<file path="src/hw/rtl/xbrv_pkg.sv">
package xbrv_pkg;

	// Configuration port geometry
	localparam int unsigned ADDR_W = 4;
	localparam int unsigned DATA_W = 32;

	// Register indexes (byte address is 4 times the index)
	localparam logic [1:0] REG_WIDTH  = 2'd0;
	localparam logic [1:0] REG_HEIGHT = 2'd1;
	localparam logic [1:0] REG_SIZE   = 2'd2;

	// Register reset values
	localparam logic [7:0]  WIDTH_RST  = 8'd80;
	localparam logic [7:0]  HEIGHT_RST = 8'd25;
	localparam logic [15:0] SIZE_RST   = 16'd0;

	// Result status codes
	localparam logic [3:0] ST_MORE       = 4'd0;
	localparam logic [3:0] ST_LINE       = 4'd1;
	localparam logic [3:0] ST_IMAGE      = 4'd2;
	localparam logic [3:0] ST_DIMS       = 4'd3;
	localparam logic [3:0] ST_OFFSET     = 4'd4;
	localparam logic [3:0] ST_LEAVES     = 4'd5;
	localparam logic [3:0] ST_HDR_TRUNC  = 4'd6;
	localparam logic [3:0] ST_LIT_TRUNC  = 4'd7;
	localparam logic [3:0] ST_CA_TRUNC   = 4'd8;
	localparam logic [3:0] ST_CELL_TRUNC = 4'd9;
	localparam logic [3:0] ST_UNEXPECTED = 4'd10;

	// Request kinds
	localparam logic REQ_LINE_START = 1'b0;
	localparam logic REQ_DATA_BYTE  = 1'b1;

	// Run types in the top two bits of a run header
	localparam logic [1:0] KIND_LIT  = 2'b00;
	localparam logic [1:0] KIND_CHAR = 2'b01;
	localparam logic [1:0] KIND_ATTR = 2'b10;
	localparam logic [1:0] KIND_CELL = 2'b11;

	typedef struct packed {
		logic [7:0]  image_width;
		logic [7:0]  image_height;
		logic [15:0] data_len;
	} cfg_t;

	typedef struct packed {
		logic        req_type;
		logic [15:0] line_offset;
		logic [7:0]  data_byte;
	} req_t;

	typedef struct packed {
		logic [3:0] status;
		logic [7:0] line_number;
		logic [7:0] column;
	} res_t;

endpackage

</file>
<file path="src/hw/rtl/xbrv_if.sv">
interface xbrv_req_if;
	logic        valid;
	logic        ready;
	logic        req_type;
	logic [15:0] line_offset;
	logic [7:0]  data_byte;

	modport source (output valid, output req_type, output line_offset, output data_byte,
		input ready);
	modport sink (input valid, input req_type, input line_offset, input data_byte,
		output ready);
endinterface

interface xbrv_rsp_if;
	logic       valid;
	logic       ready;
	logic [3:0] status;
	logic [7:0] line_number;
	logic [7:0] column;

	modport source (output valid, output status, output line_number, output column,
		input ready);
	modport sink (input valid, input status, input line_number, input column,
		output ready);
endinterface

</file>
<file path="src/hw/rtl/xbrv_cfg.sv">
module xbrv_cfg import xbrv_pkg::*; (
	input  logic              clk,
	input  logic              arst_n,
	input  logic              psel,
	input  logic              penable,
	input  logic              pwrite,
	input  logic [ADDR_W-1:0] paddr,
	input  logic [DATA_W-1:0] pwdata,
	output logic [DATA_W-1:0] prdata,
	output logic              pready,
	output cfg_t              cfg
);

	cfg_t       cfg_q;
	logic       wr_en;
	logic [1:0] reg_idx;

	assign pready  = 1'b1;
	assign wr_en   = psel && penable && pwrite;
	assign reg_idx = paddr[3:2];
	assign cfg     = cfg_q;

	// Write a register on the access beat; addresses past the list are dropped
	always_ff @(posedge clk or negedge arst_n) begin
		if (!arst_n) begin
			cfg_q.image_width  <= WIDTH_RST;
			cfg_q.image_height <= HEIGHT_RST;
			cfg_q.data_len     <= SIZE_RST;
		end else if (wr_en) begin
			unique case (reg_idx)
				REG_WIDTH:  cfg_q.image_width  <= pwdata[7:0];
				REG_HEIGHT: cfg_q.image_height <= pwdata[7:0];
				REG_SIZE:   cfg_q.data_len     <= pwdata[15:0];
				default: ;
			endcase
		end
	end

	// Read back
	always_comb begin
		unique case (reg_idx)
			REG_WIDTH:  prdata = {24'd0, cfg_q.image_width};
			REG_HEIGHT: prdata = {24'd0, cfg_q.image_height};
			REG_SIZE:   prdata = {16'd0, cfg_q.data_len};
			default:    prdata = '0;
		endcase
	end

endmodule

</file>
<file path="src/hw/rtl/xbrv_core.sv">
module xbrv_core import xbrv_pkg::*; #(
	parameter int unsigned AREA_MAX = 32768
) (
	input  logic clk,
	input  logic arst_n,
	input  logic fire,
	input  cfg_t cfg,
	input  req_t item,
	output res_t res
);

	// Line walker state
	logic [3:0]  err_q,   err_d;
	logic [7:0]  col_q,   col_d;
	logic [15:0] bpos_q,  bpos_d;
	logic [7:0]  pleft_q, pleft_d;
	logic [6:0]  prun_q,  prun_d;
	logic [7:0]  lines_q, lines_d;
	logic        inl_q,   inl_d;

	logic [3:0]  status;
	logic [6:0]  len;
	logic [1:0]  kind;
	logic [7:0]  need;
	logic [3:0]  trunc_code;
	logic [15:0] room;
	logic [15:0] area;
	logic        dims_bad;
	logic [8:0]  col_sum;
	logic [7:0]  col_adv;
	logic [7:0]  pleft_dec;

	// Decode the header fields and the checks they feed
	always_comb begin
		len       = {1'b0, item.data_byte[5:0]} + 7'd1;
		kind      = item.data_byte[7:6];
		area      = 16'(cfg.image_width) * 16'(cfg.image_height);
		dims_bad  = (cfg.image_width == 8'd0) || (cfg.image_height == 8'd0)
			|| (32'(area) > 32'(AREA_MAX));
		room      = cfg.data_len - bpos_q - 16'd1;
		col_sum   = {1'b0, col_q} + {2'b00, len};
		col_adv   = col_q + {1'b0, prun_q};
		pleft_dec = pleft_q - 8'd1;
		case (kind)
			KIND_LIT: begin
				need       = {len, 1'b0};
				trunc_code = ST_LIT_TRUNC;
			end
			KIND_CELL: begin
				need       = 8'd2;
				trunc_code = ST_CELL_TRUNC;
			end
			default: begin
				need       = {1'b0, len} + 8'd1;
				trunc_code = ST_CA_TRUNC;
			end
		endcase
	end

	// Work out the next state and the status for the current item
	always_comb begin
		err_d   = err_q;
		col_d   = col_q;
		bpos_d  = bpos_q;
		pleft_d = pleft_q;
		prun_d  = prun_q;
		lines_d = lines_q;
		inl_d   = inl_q;
		status  = ST_MORE;
		if (err_q != ST_MORE) begin
			status = err_q;
		end else if (item.req_type == REQ_LINE_START) begin
			if (inl_q) begin
				status = ST_UNEXPECTED;
			end else if (dims_bad) begin
				status = ST_DIMS;
			end else if (lines_q >= cfg.image_height) begin
				status = ST_UNEXPECTED;
			end else if (item.line_offset >= cfg.data_len) begin
				status = ST_OFFSET;
			end else begin
				bpos_d  = item.line_offset;
				col_d   = 8'd0;
				pleft_d = 8'd0;
				prun_d  = 7'd0;
				inl_d   = 1'b1;
			end
			err_d = status;
		end else if (!inl_q) begin
			status = ST_UNEXPECTED;
			err_d  = status;
		end else if (pleft_q == 8'd0) begin
			// Run header
			if (bpos_q >= cfg.data_len) begin
				status = ST_HDR_TRUNC;
			end else if (col_sum > {1'b0, cfg.image_width}) begin
				status = ST_LEAVES;
			end else if ({8'd0, need} > room) begin
				status = trunc_code;
			end else begin
				bpos_d  = bpos_q + 16'd1;
				pleft_d = need;
				prun_d  = len;
			end
			err_d = status;
		end else begin
			// Payload byte; advance the column once the run is consumed
			bpos_d  = bpos_q + 16'd1;
			pleft_d = pleft_dec;
			if (pleft_dec == 8'd0) begin
				col_d  = col_adv;
				prun_d = 7'd0;
				if (col_adv >= cfg.image_width) begin
					inl_d   = 1'b0;
					lines_d = lines_q + 8'd1;
					if (({1'b0, lines_q} + 9'd1) >= {1'b0, cfg.image_height}) begin
						status = ST_IMAGE;
					end else begin
						status = ST_LINE;
					end
				end
			end
		end
	end

	assign res.status      = status;
	assign res.line_number = lines_q;
	assign res.column      = col_d;

	// Commit on each processed beat
	always_ff @(posedge clk or negedge arst_n) begin
		if (!arst_n) begin
			err_q   <= ST_MORE;
			col_q   <= '0;
			bpos_q  <= '0;
			pleft_q <= '0;
			prun_q  <= '0;
			lines_q <= '0;
			inl_q   <= 1'b0;
		end else if (fire) begin
			err_q   <= err_d;
			col_q   <= col_d;
			bpos_q  <= bpos_d;
			pleft_q <= pleft_d;
			prun_q  <= prun_d;
			lines_q <= lines_d;
			inl_q   <= inl_d;
		end
	end

endmodule

</file>
<file path="src/hw/rtl/xbin_rle_line_validator_unit.sv">
// Run-length coded text-mode image checker, one line at a time. Send a line-start
// beat carrying the line's byte offset, then the line's compressed bytes, one per
// beat; every input beat yields exactly one result beat (status, line number,
// column). The block takes one beat per clock cycle while the result side is not
// stalling. Each result passes through the input register, then the result register;
// the run state (byte position, payload count, column) is updated as each beat is
// processed, so a new beat can follow at once while results are taken.
// The first error is sticky until reset. Write image_width (0x0), image_height
// (0x4) and data_len (0x8) over the APB port only while no beat is in flight;
// reset values are 80, 25 and 0. AREA_MAX bounds width times height.
module xbin_rle_line_validator_unit import xbrv_pkg::*; #(
	parameter int unsigned AREA_MAX = 32768
) (
	input  logic              clk,
	input  logic              arst_n,
	input  logic              psel,
	input  logic              penable,
	input  logic              pwrite,
	input  logic [ADDR_W-1:0] paddr,
	input  logic [DATA_W-1:0] pwdata,
	output logic [DATA_W-1:0] prdata,
	output logic              pready,
	xbrv_req_if.sink          req,
	xbrv_rsp_if.source        rsp
);

	cfg_t cfg;
	req_t item_s1;
	logic valid_s1;
	res_t res;
	res_t res_s2;
	logic valid_s2;
	logic advance;

	xbrv_cfg u_cfg (
		.clk     (clk),
		.arst_n  (arst_n),
		.psel    (psel),
		.penable (penable),
		.pwrite  (pwrite),
		.paddr   (paddr),
		.pwdata  (pwdata),
		.prdata  (prdata),
		.pready  (pready),
		.cfg     (cfg)
	);

	// Process the held beat whenever the result register is free or draining
	assign advance   = valid_s1 && (!valid_s2 || rsp.ready);
	assign req.ready = !valid_s1 || advance;

	// Input register
	always_ff @(posedge clk or negedge arst_n) begin
		if (!arst_n) begin
			valid_s1 <= 1'b0;
		end else if (req.valid && req.ready) begin
			valid_s1 <= 1'b1;
		end else if (advance) begin
			valid_s1 <= 1'b0;
		end
	end

	always_ff @(posedge clk) begin
		if (req.valid && req.ready) begin
			item_s1.req_type    <= req.req_type;
			item_s1.line_offset <= req.line_offset;
			item_s1.data_byte   <= req.data_byte;
		end
	end

	xbrv_core #(
		.AREA_MAX (AREA_MAX)
	) u_core (
		.clk    (clk),
		.arst_n (arst_n),
		.fire   (advance),
		.cfg    (cfg),
		.item   (item_s1),
		.res    (res)
	);

	// Result register
	always_ff @(posedge clk or negedge arst_n) begin
		if (!arst_n) begin
			valid_s2 <= 1'b0;
		end else if (advance) begin
			valid_s2 <= 1'b1;
		end else if (rsp.ready) begin
			valid_s2 <= 1'b0;
		end
	end

	always_ff @(posedge clk) begin
		if (advance) begin
			res_s2 <= res;
		end
	end

	assign rsp.valid       = valid_s2;
	assign rsp.status      = res_s2.status;
	assign rsp.line_number = res_s2.line_number;
	assign rsp.column      = res_s2.column;

endmodule

</file>
<file path="src/flat_wrapper.sv">
// flat-port wrapper written by rule: the top's interface ports become plain ports
module xbin_rle_line_validator_unit_flat import xbrv_pkg::*;
#(
	parameter int unsigned AREA_MAX = 32768
)
  (clk, arst_n, psel, penable, pwrite, paddr, pwdata, prdata, pready, req_valid, req_req_type, req_line_offset, req_data_byte, req_ready, rsp_valid, rsp_status, rsp_line_number, rsp_column, rsp_ready);
  xbrv_req_if req_i ();
  xbrv_rsp_if rsp_i ();
  input  logic clk;
  input  logic arst_n;
  input  logic psel;
  input  logic penable;
  input  logic pwrite;
  input  logic [ADDR_W-1:0] paddr;
  input  logic [DATA_W-1:0] pwdata;
  output logic [DATA_W-1:0] prdata;
  output logic pready;
  input wire logic [$bits(req_i.valid)-1:0] req_valid;
  input wire logic [$bits(req_i.req_type)-1:0] req_req_type;
  input wire logic [$bits(req_i.line_offset)-1:0] req_line_offset;
  input wire logic [$bits(req_i.data_byte)-1:0] req_data_byte;
  output wire logic [$bits(req_i.ready)-1:0] req_ready;
  output wire logic [$bits(rsp_i.valid)-1:0] rsp_valid;
  output wire logic [$bits(rsp_i.status)-1:0] rsp_status;
  output wire logic [$bits(rsp_i.line_number)-1:0] rsp_line_number;
  output wire logic [$bits(rsp_i.column)-1:0] rsp_column;
  input wire logic [$bits(rsp_i.ready)-1:0] rsp_ready;
  assign req_i.valid = req_valid;
  assign req_i.req_type = req_req_type;
  assign req_i.line_offset = req_line_offset;
  assign req_i.data_byte = req_data_byte;
  assign req_ready = req_i.ready;
  assign rsp_valid = rsp_i.valid;
  assign rsp_status = rsp_i.status;
  assign rsp_line_number = rsp_i.line_number;
  assign rsp_column = rsp_i.column;
  assign rsp_i.ready = rsp_ready;
  xbin_rle_line_validator_unit #(.AREA_MAX(AREA_MAX)) u_core (.clk(clk), .arst_n(arst_n), .psel(psel), .penable(penable), .pwrite(pwrite), .paddr(paddr), .pwdata(pwdata), .prdata(prdata), .pready(pready), .req(req_i), .rsp(rsp_i));
endmodule
</file>
<file path="config.mk">
export PLATFORM = sky130hd
export DESIGN_NAME = xbin_rle_line_validator_unit_flat
export DESIGN_NICKNAME = d
export VERILOG_FILES = /design/src/hw/rtl/xbrv_pkg.sv /design/src/hw/rtl/xbrv_if.sv /design/src/hw/rtl/xbrv_cfg.sv /design/src/hw/rtl/xbrv_core.sv /design/src/hw/rtl/xbin_rle_line_validator_unit.sv /design/src/flat_wrapper.sv
export SDC_FILE = /design/constraint.sdc
export NUM_CORES = 1
export LEC_CHECK = 0
export BUFFER_PORTS_ARGS = -buffer_cell sky130_fd_sc_hd__buf_2
export CAP_MARGIN = 5
export CORE_MARGIN = 2
export CORE_UTILIZATION = 55
export CTS_CLUSTER_SIZE = 28
export DETAILED_ROUTE_END_ITERATION = 6
export PLACE_DENSITY = 0.74
export REMOVE_ABC_BUFFERS = 1
export SYNTH_ARGS = -nofsm -noshare
export SYNTH_HDL_FRONTEND = slang
export SYNTH_SLANG_ARGS = --single-unit
</file>
<file path="constraint.sdc">
create_clock -name clk -period 5.87 [get_ports clk]
set_input_delay 0 -clock clk [delete_from_list [all_inputs] [get_ports clk]]
set_output_delay 0 -clock clk [all_outputs]
set_load 0.02 [all_outputs]
</file>
; ---- Word level (Yosys, flattened, before mapping)
; Cells that the tools add are included.
; Widths: inputs -> output; s select.
[word_totals]
register_bits = 131
latch_bits = 0
ramBits = 0
mem_bits_ro = 0
input_bits = 68
elab_cells = 152
n_memories = 0
[classes]
add_sub_neg = 10
multipliers = 1
n_div = 0
n_lt_le_gt_ge = 8
eq_ne = 13
n_shift = 0
muxes = 73
bitwise = 2
reduce_logical = 27
[ops]
columns = op, count
row1 = $mux 16, 10
row2 = $mux 8, 19
row3 = $mux 7, 11
row4 = $mux 4, 13
row5 = $pmux 16 s3, 1
row6 = $ge 16x16->1, 2
row7 = $logic_not 8->1, 4
row8 = $add 16x1->16 const B, 1
row9 = $ge 8x8->1, 2
row10 = $gt 16x16->1 const B, 1
row11 = $gt 8x16->1, 1
row12 = $mul 8x8->16, 1
row13 = $pmux 8 s2, 1
row14 = $sub 16x1->16 const B, 1
row15 = $sub 16x16->16, 1
row16 = $ne 3x3->1 const B, 5
row17 = $mux 1, 13
row18 = $reduce_and 11->1, 1
row19 = $reduce_and 10->1, 1
row20 = $add 8x1->9 const B, 1
row21 = $add 8x7->9, 1
row22 = $ge 9x8->1, 1
row23 = $gt 9x8->1, 1
row24 = $add 7x1->8 const B, 1
row25 = 21 further kinds, 40

; ---- Longest topological paths before layout
[depth]
word_depth = 11
depth_mapped = 23

; ---- By module
; Synthesis repeated with hierarchy kept, for this count alone.
[hier_totals]
hier_cells = 1261
hier_area_um2 = 11895.2
[modules_own_cells]
columns = module, instances, cells_per_inst, area_per_inst_um2, seq_area_each_um2
row1 = xbrv_core, 1, 1083, 8852.2, 1301.2
row2 = xbrv_cfg, 1, 125, 1587.8, 807.0
row3 = xbin_rle_line_validator_unit, 1, 53, 1455.1, 1401.3

; ---- Worst setup path after synthesis
; Ideal clock, no wire load.
[synth_path]
kind = reg-to-reg
startpoint = register u_core.u_cfg.cfg_q, in the netlist u_core.u_cfg.cfg[24]
endpoint = register u_core.u_core.pleft_q[0]
setup_ps = 122
arrival_ps = 5785
t_required_ps = 5748
setup_slack_ps = -37
stages_incl_launch_ff = 20
synth_period_minus_slack_ps = 5907
cell_sequence = dfrtp_1 > clkbuf_1 > nand2_1 > fa_1 > fa_1 > inv_1 > fa_1 > inv_1 > fa_1 > inv_1 > ha_1 > o211ai_1 > a21oi_1 > o21a_1 > or4_1 > a2111oi_2 > a41oi_4 > o32a_4 > or4_1 > a32o_1
[synth_via]
elab_chain_cells = 5
elab_cells_between_ends = 9
[synth_rtl]
columns = item, line_no
row1 = from (decl), xbrv_cfg.sv:14  ; cfg_t cfg_q;
row2 = $mul 8x8->16 or $logic_not 8->1 (tied branches), "xbrv_core.sv:37, xbrv_core.sv:38"
row3 = $gt 16x16->1 or $logic_or 1x1->1 (tied branches), "xbrv_core.sv:39, xbrv_core.sv:38"
row4 = $logic_or 1x1->1, xbrv_core.sv:39  ; || (32'(area) > 32'(AREA_MAX));
row5 = $ne 2x2->1 (no line), n/a
row6 = $reduce_and 10->1 (no line) *, n/a
row7 = to (signal assigned), xbrv_core.sv:144  ; pleft_q <= pleft_d;
row8 = to (decl), xbrv_core.sv:16  ; logic [7:0] pleft_q, pleft_d;
; Mark *: on every way between the ends. The rest lies on a longest branch, timed or not.
; A chain may end at the register's enable or synchronous reset.

; ---- Worst setup path in the final report
[layout_path]
startpoint = register u_core.u_cfg.cfg_q, in the netlist u_core.u_cfg.cfg[27]
endpoint = register u_core.u_core.bpos_q[1]
[layout_via]
elab_chain_cells = 5
elab_cells_between_ends = 9
[layout_rtl]
columns = item, line_no
row1 = $mul 8x8->16 or $logic_not 8->1 (tied branches), "xbrv_core.sv:37, xbrv_core.sv:38"
row2 = $gt 16x16->1 or $logic_or 1x1->1 (tied branches), "xbrv_core.sv:39, xbrv_core.sv:38"
row3 = $logic_or 1x1->1, xbrv_core.sv:39
row4 = $ne 2x2->1 (no line), n/a
row5 = $reduce_and 10->1 (no line) *, n/a
row6 = to (signal assigned), xbrv_core.sv:143  ; bpos_q <= bpos_d;
row7 = to (decl), xbrv_core.sv:15  ; logic [15:0] bpos_q, bpos_d;
; Marked as above.

==> summary.txt <==
Result of the run = finished, final reports clean
Die Span X = 150 um
Fmax = 177 MHz
Part of the cycle the worst path needs = 0.962
Worst reg2reg path startpoint = u_core.u_cfg.cfg[27]$_DFFE_PN0P_
Clk Latency, worst-skew pair = 0.43 ns
Most used cells in the layout excluding fill and tap cells = 139 x ha_1, 123 x nand2_1, 107 x inv_1
Number of I/O pins = 123
Maximum ir drop on the vdd rail = 0.399 mV
Count of pins over their slew limit = 0
Number of inserted filler cells in the final layout = 1604
Arrival time of the worst setup path = 6.00 ns
Core Rows = 53
Die area = 0.0226 mm^2
Top FF cell, synth = dfrtp_1
Cts bufs inserted = 17
Worst Hold Margin = 0.138 ns
DRC marker count from the first detailed-route iteration = 926
Final layout net count = 1747
Max-cap violations = 0
Number of synthesized flops with an enable pin = 45
Number of H-tree levels = 4
Pin count of the biggest net entering global routing = 68
Mean instance size in the synthesized netlist = 9.04 um^2
Residual DRC count = 0
Height of the die = 150 um
DR vias = 10640
Proportion of layout cells with a drive suffix above 1 = 0.187
Detailed-router iteration count before antenna repair = 6
Detailed placer's ending HPWL = 23300 um
Number of antenna violations at the first check in global routing = 0
RSZ-0062 raised after global routing = true
Routability congestion estimate = 0.954
PD cells = 459 mW/mm^2
Worst-margin pin slew = 1.17 ns
Total Wirelength = 32500 um
Clock tree from TritonCTS = built
CTS clk-pin slew, worst paths = 0.06 ns
Count of state elements after synthesis = 131
Max-slew headroom at the worst pin = 0.222
Min-Delay Startpoint = paddr[3]
Post-Place Cell Area = 0.0129 mm^2
Area growth, synth to finish = 21.4%
Most common cell after layout, fill and taps aside = ha_1
Endpoint type of the worst setup path = flop
Number of cells produced by synthesis = 1303
Required time reported for the critical path endpoint = 6.22 ns
GRT Overall Usage = 0.290
Cell Area, Synth = 0.0118 mm^2
Routed length per placed instance = 18.3 um
Worst-case clock buffer depth = 2
Ys Warns = 0
Utilization after layout = 0.680
Total count of hold-check failures in the final report = 0
Source of the critical timing path = u_core.u_cfg.cfg[27]$_DFFE_PN0P_
P_leak = 0.00673 uW
Post-route cell area = 0.0143 mm^2
Number of different library cells in the post-synthesis netlist = 74
Placeable Area = 0.0210 mm^2
Area occupied by multi-input gates = 0.00783 mm^2
Worst hold path type = in -> reg
Critical setup path kind = reg -> reg
Min Tclk post-route = 5.65 ns
Initial standard-cell utilization of the core = 0.560
Async set-or-reset flop fraction in the synthesized netlist = 0.656
Kind of start point of the critical path = flop
Diodes inserted = 0
TritonCTS sink count = 131
Sequential area share after synthesis = 0.298
Buffers added on ports = 87
Footprint of the flip-flops and latches = 0.00351 mm^2
Root buffer cell = clkbuf_16
Final count of negative-setup-slack endpoints = 0
Number of placed instances with taps included = 1693
Post-detailed-route via-to-cell ratio = 5.97
Via count of the first global-routing pass = 10491
Non-filler cells, final = 1781
Skew final = 0.0110 ns
Aggregate global routing overflow = 0
Global-route wire length before repair = 51900 um
ANT nets after route = 0
Critical Path Fanout Max = 11
==> synth_stat cells, types with 15 or more instances <==
library cell	n	area share
ha_1	147	0.16
o21ai_0	69	0.029
nand2b_1	20	0.011
xor2_1	17	0.013
and3_1	27	0.014
a22o_1	16	0.012
or3_1	16	0.0085
edfxtp_1	45	0.11
dfrtp_1	81	0.17
a21oi_1	57	0.024
a21o_1	25	0.016
and2_1	26	0.014
mux2_2	18	0.017
mux2i_1	15	0.013
nand2_1	125	0.040
o211ai_1	31	0.020
fa_1	39	0.066
nor2_1	93	0.030
clkbuf_1	39	0.012
nor3_1	22	0.0094
nand3_1	29	0.012
buf_4	17	0.011
nand4_1	26	0.014
nor4_1	16	0.0085
xnor2_1	25	0.019
inv_1	112	0.036
==> where the power goes <==
| part | internal, uW | total [uW] | leakage, uW | switching [uW] |
|---|---|---|---|---|
| Sequential | 1110 | 1270 | 0.00145 | 154 |
| Combinational | 1960 | 4270 | 0.00503 | 2310 |
| Clock | 552 | 1020 | 0.000254 | 470 |
| Total | 3620 | 6560 | 0.00673 | 2930 |
==> cells by family after synthesis <==
| group | count (synthesis) | share of synthesized area |
|---|---|---|
| AND/OR/NAND/NOR | 439 | 0.186 |
| AO/OA/AOI/OAI | 291 | 0.168 |
| adder cells (fa/ha/maj) | 186 | 0.222 |
| buffers and inverters | 179 | 0.0629 |
| flip-flops | 131 | 0.298 |
| XOR/XNOR | 42 | 0.0312 |
| multiplexers | 33 | 0.0300 |
| other | 2 | 0.000638 |
==> timing repair <==
item | 4_1_cts | 5_1_grt
gates cloned | 0 | 2
gates resized for setup | 8 | 50
hold buffers | 47 | 0
endpoints found under the hold margin | 78 | 0
endpoints found under the setup margin | 27 | 55
setup buffers | 2 | 5
pin swaps | 4 | 33
==> stage by stage <==
stage,setup slack [ns],power (uW),setup TNS [ns]
floorplan,-1.31,3780,-23.77
global placement,-0.00847,4860,-0.00847
detailed placement,-0.104,4950,-0.528
CTS,0.00655,6140,0
global route,-0.0713,7080,-0.113
finish,0.220,6560,0
==> final cells by class <==
class,instances,share of cell area
inverters,117,0.0308
clock buffers,18,0.0300
flip-flops and latches,131,0.245
repair buffers,218,0.113
multi-input cells,1008,0.548
clock inverters,14,0.00849
well taps,275,0.0241
==> worst max-delay path: stages, from the launching register on <==
cell and delay [ns]:
dfrtp_1 0.41, buf_4 0.16, and2_1 0.15, ha_1 0.27, ha_1 0.27, inv_1 0.05
fa_1 0.46, inv_1 0.07, ha_2 0.20, inv_1 0.06, fa_1 0.54, or4b_4 0.47
or3_1 0.37, or4_4 0.50, a211oi_4 0.28, a41oi_4 0.22, o32a_4 0.44, nor3_4 0.25
buf_12 0.20, mux2i_1 0.20
==> registers in the layout, summed over array words and instances, names as in the netlist <==
register	flops
u_core.u_core.bpos_q	16
u_core.rsp.line_number	8
u_core.u_core.col_q	8
u_core.u_core.prun_q	7
u_core.item_s1	25
u_core.u_core.lines_q	8
u_core.u_cfg.cfg	32
u_core.valid_s1	1
u_core.u_core.err_q	4
u_core.u_core.inl_q	1
u_core.rsp.column	8
u_core.rsp.valid	1
u_core.rsp.status	4
u_core.u_core.pleft_q	8
==> layer usage <==
layer  vias up  global-route usage  wire, um
li1       5030                   -         -
met1      5082               0.361     13700
met2       426               0.500     15900
met3       102              0.0455      1850
met4         0               0.121      1140
met5         -                   0         0
==> path summary, 6_finish.rpt <==
kind | cells after the start | slack (ns) | to
setup / recovery | 19 | 0.22 | u_core.u_core.bpos_q[1]$_DFFE_PN0P_
hold / removal | 5 | 0.14 | u_core.u_cfg.cfg[30]$_DFFE_PN1P_
setup reg to reg | 19 | 0.22 | u_core.u_core.bpos_q[1]$_DFFE_PN0P_
hold reg to reg | 1 | 0.52 | u_core.rsp.valid$_DFFE_PN0P_
max in group asynchronous | 4 | 4.12 | u_core.u_cfg.cfg[8]$_DFFE_PN0P_
min in group asynchronous | 3 | 0.52 | u_core.u_core.err_q[1]$_DFFE_PN0P_
(Power assumes the default switching activity.)
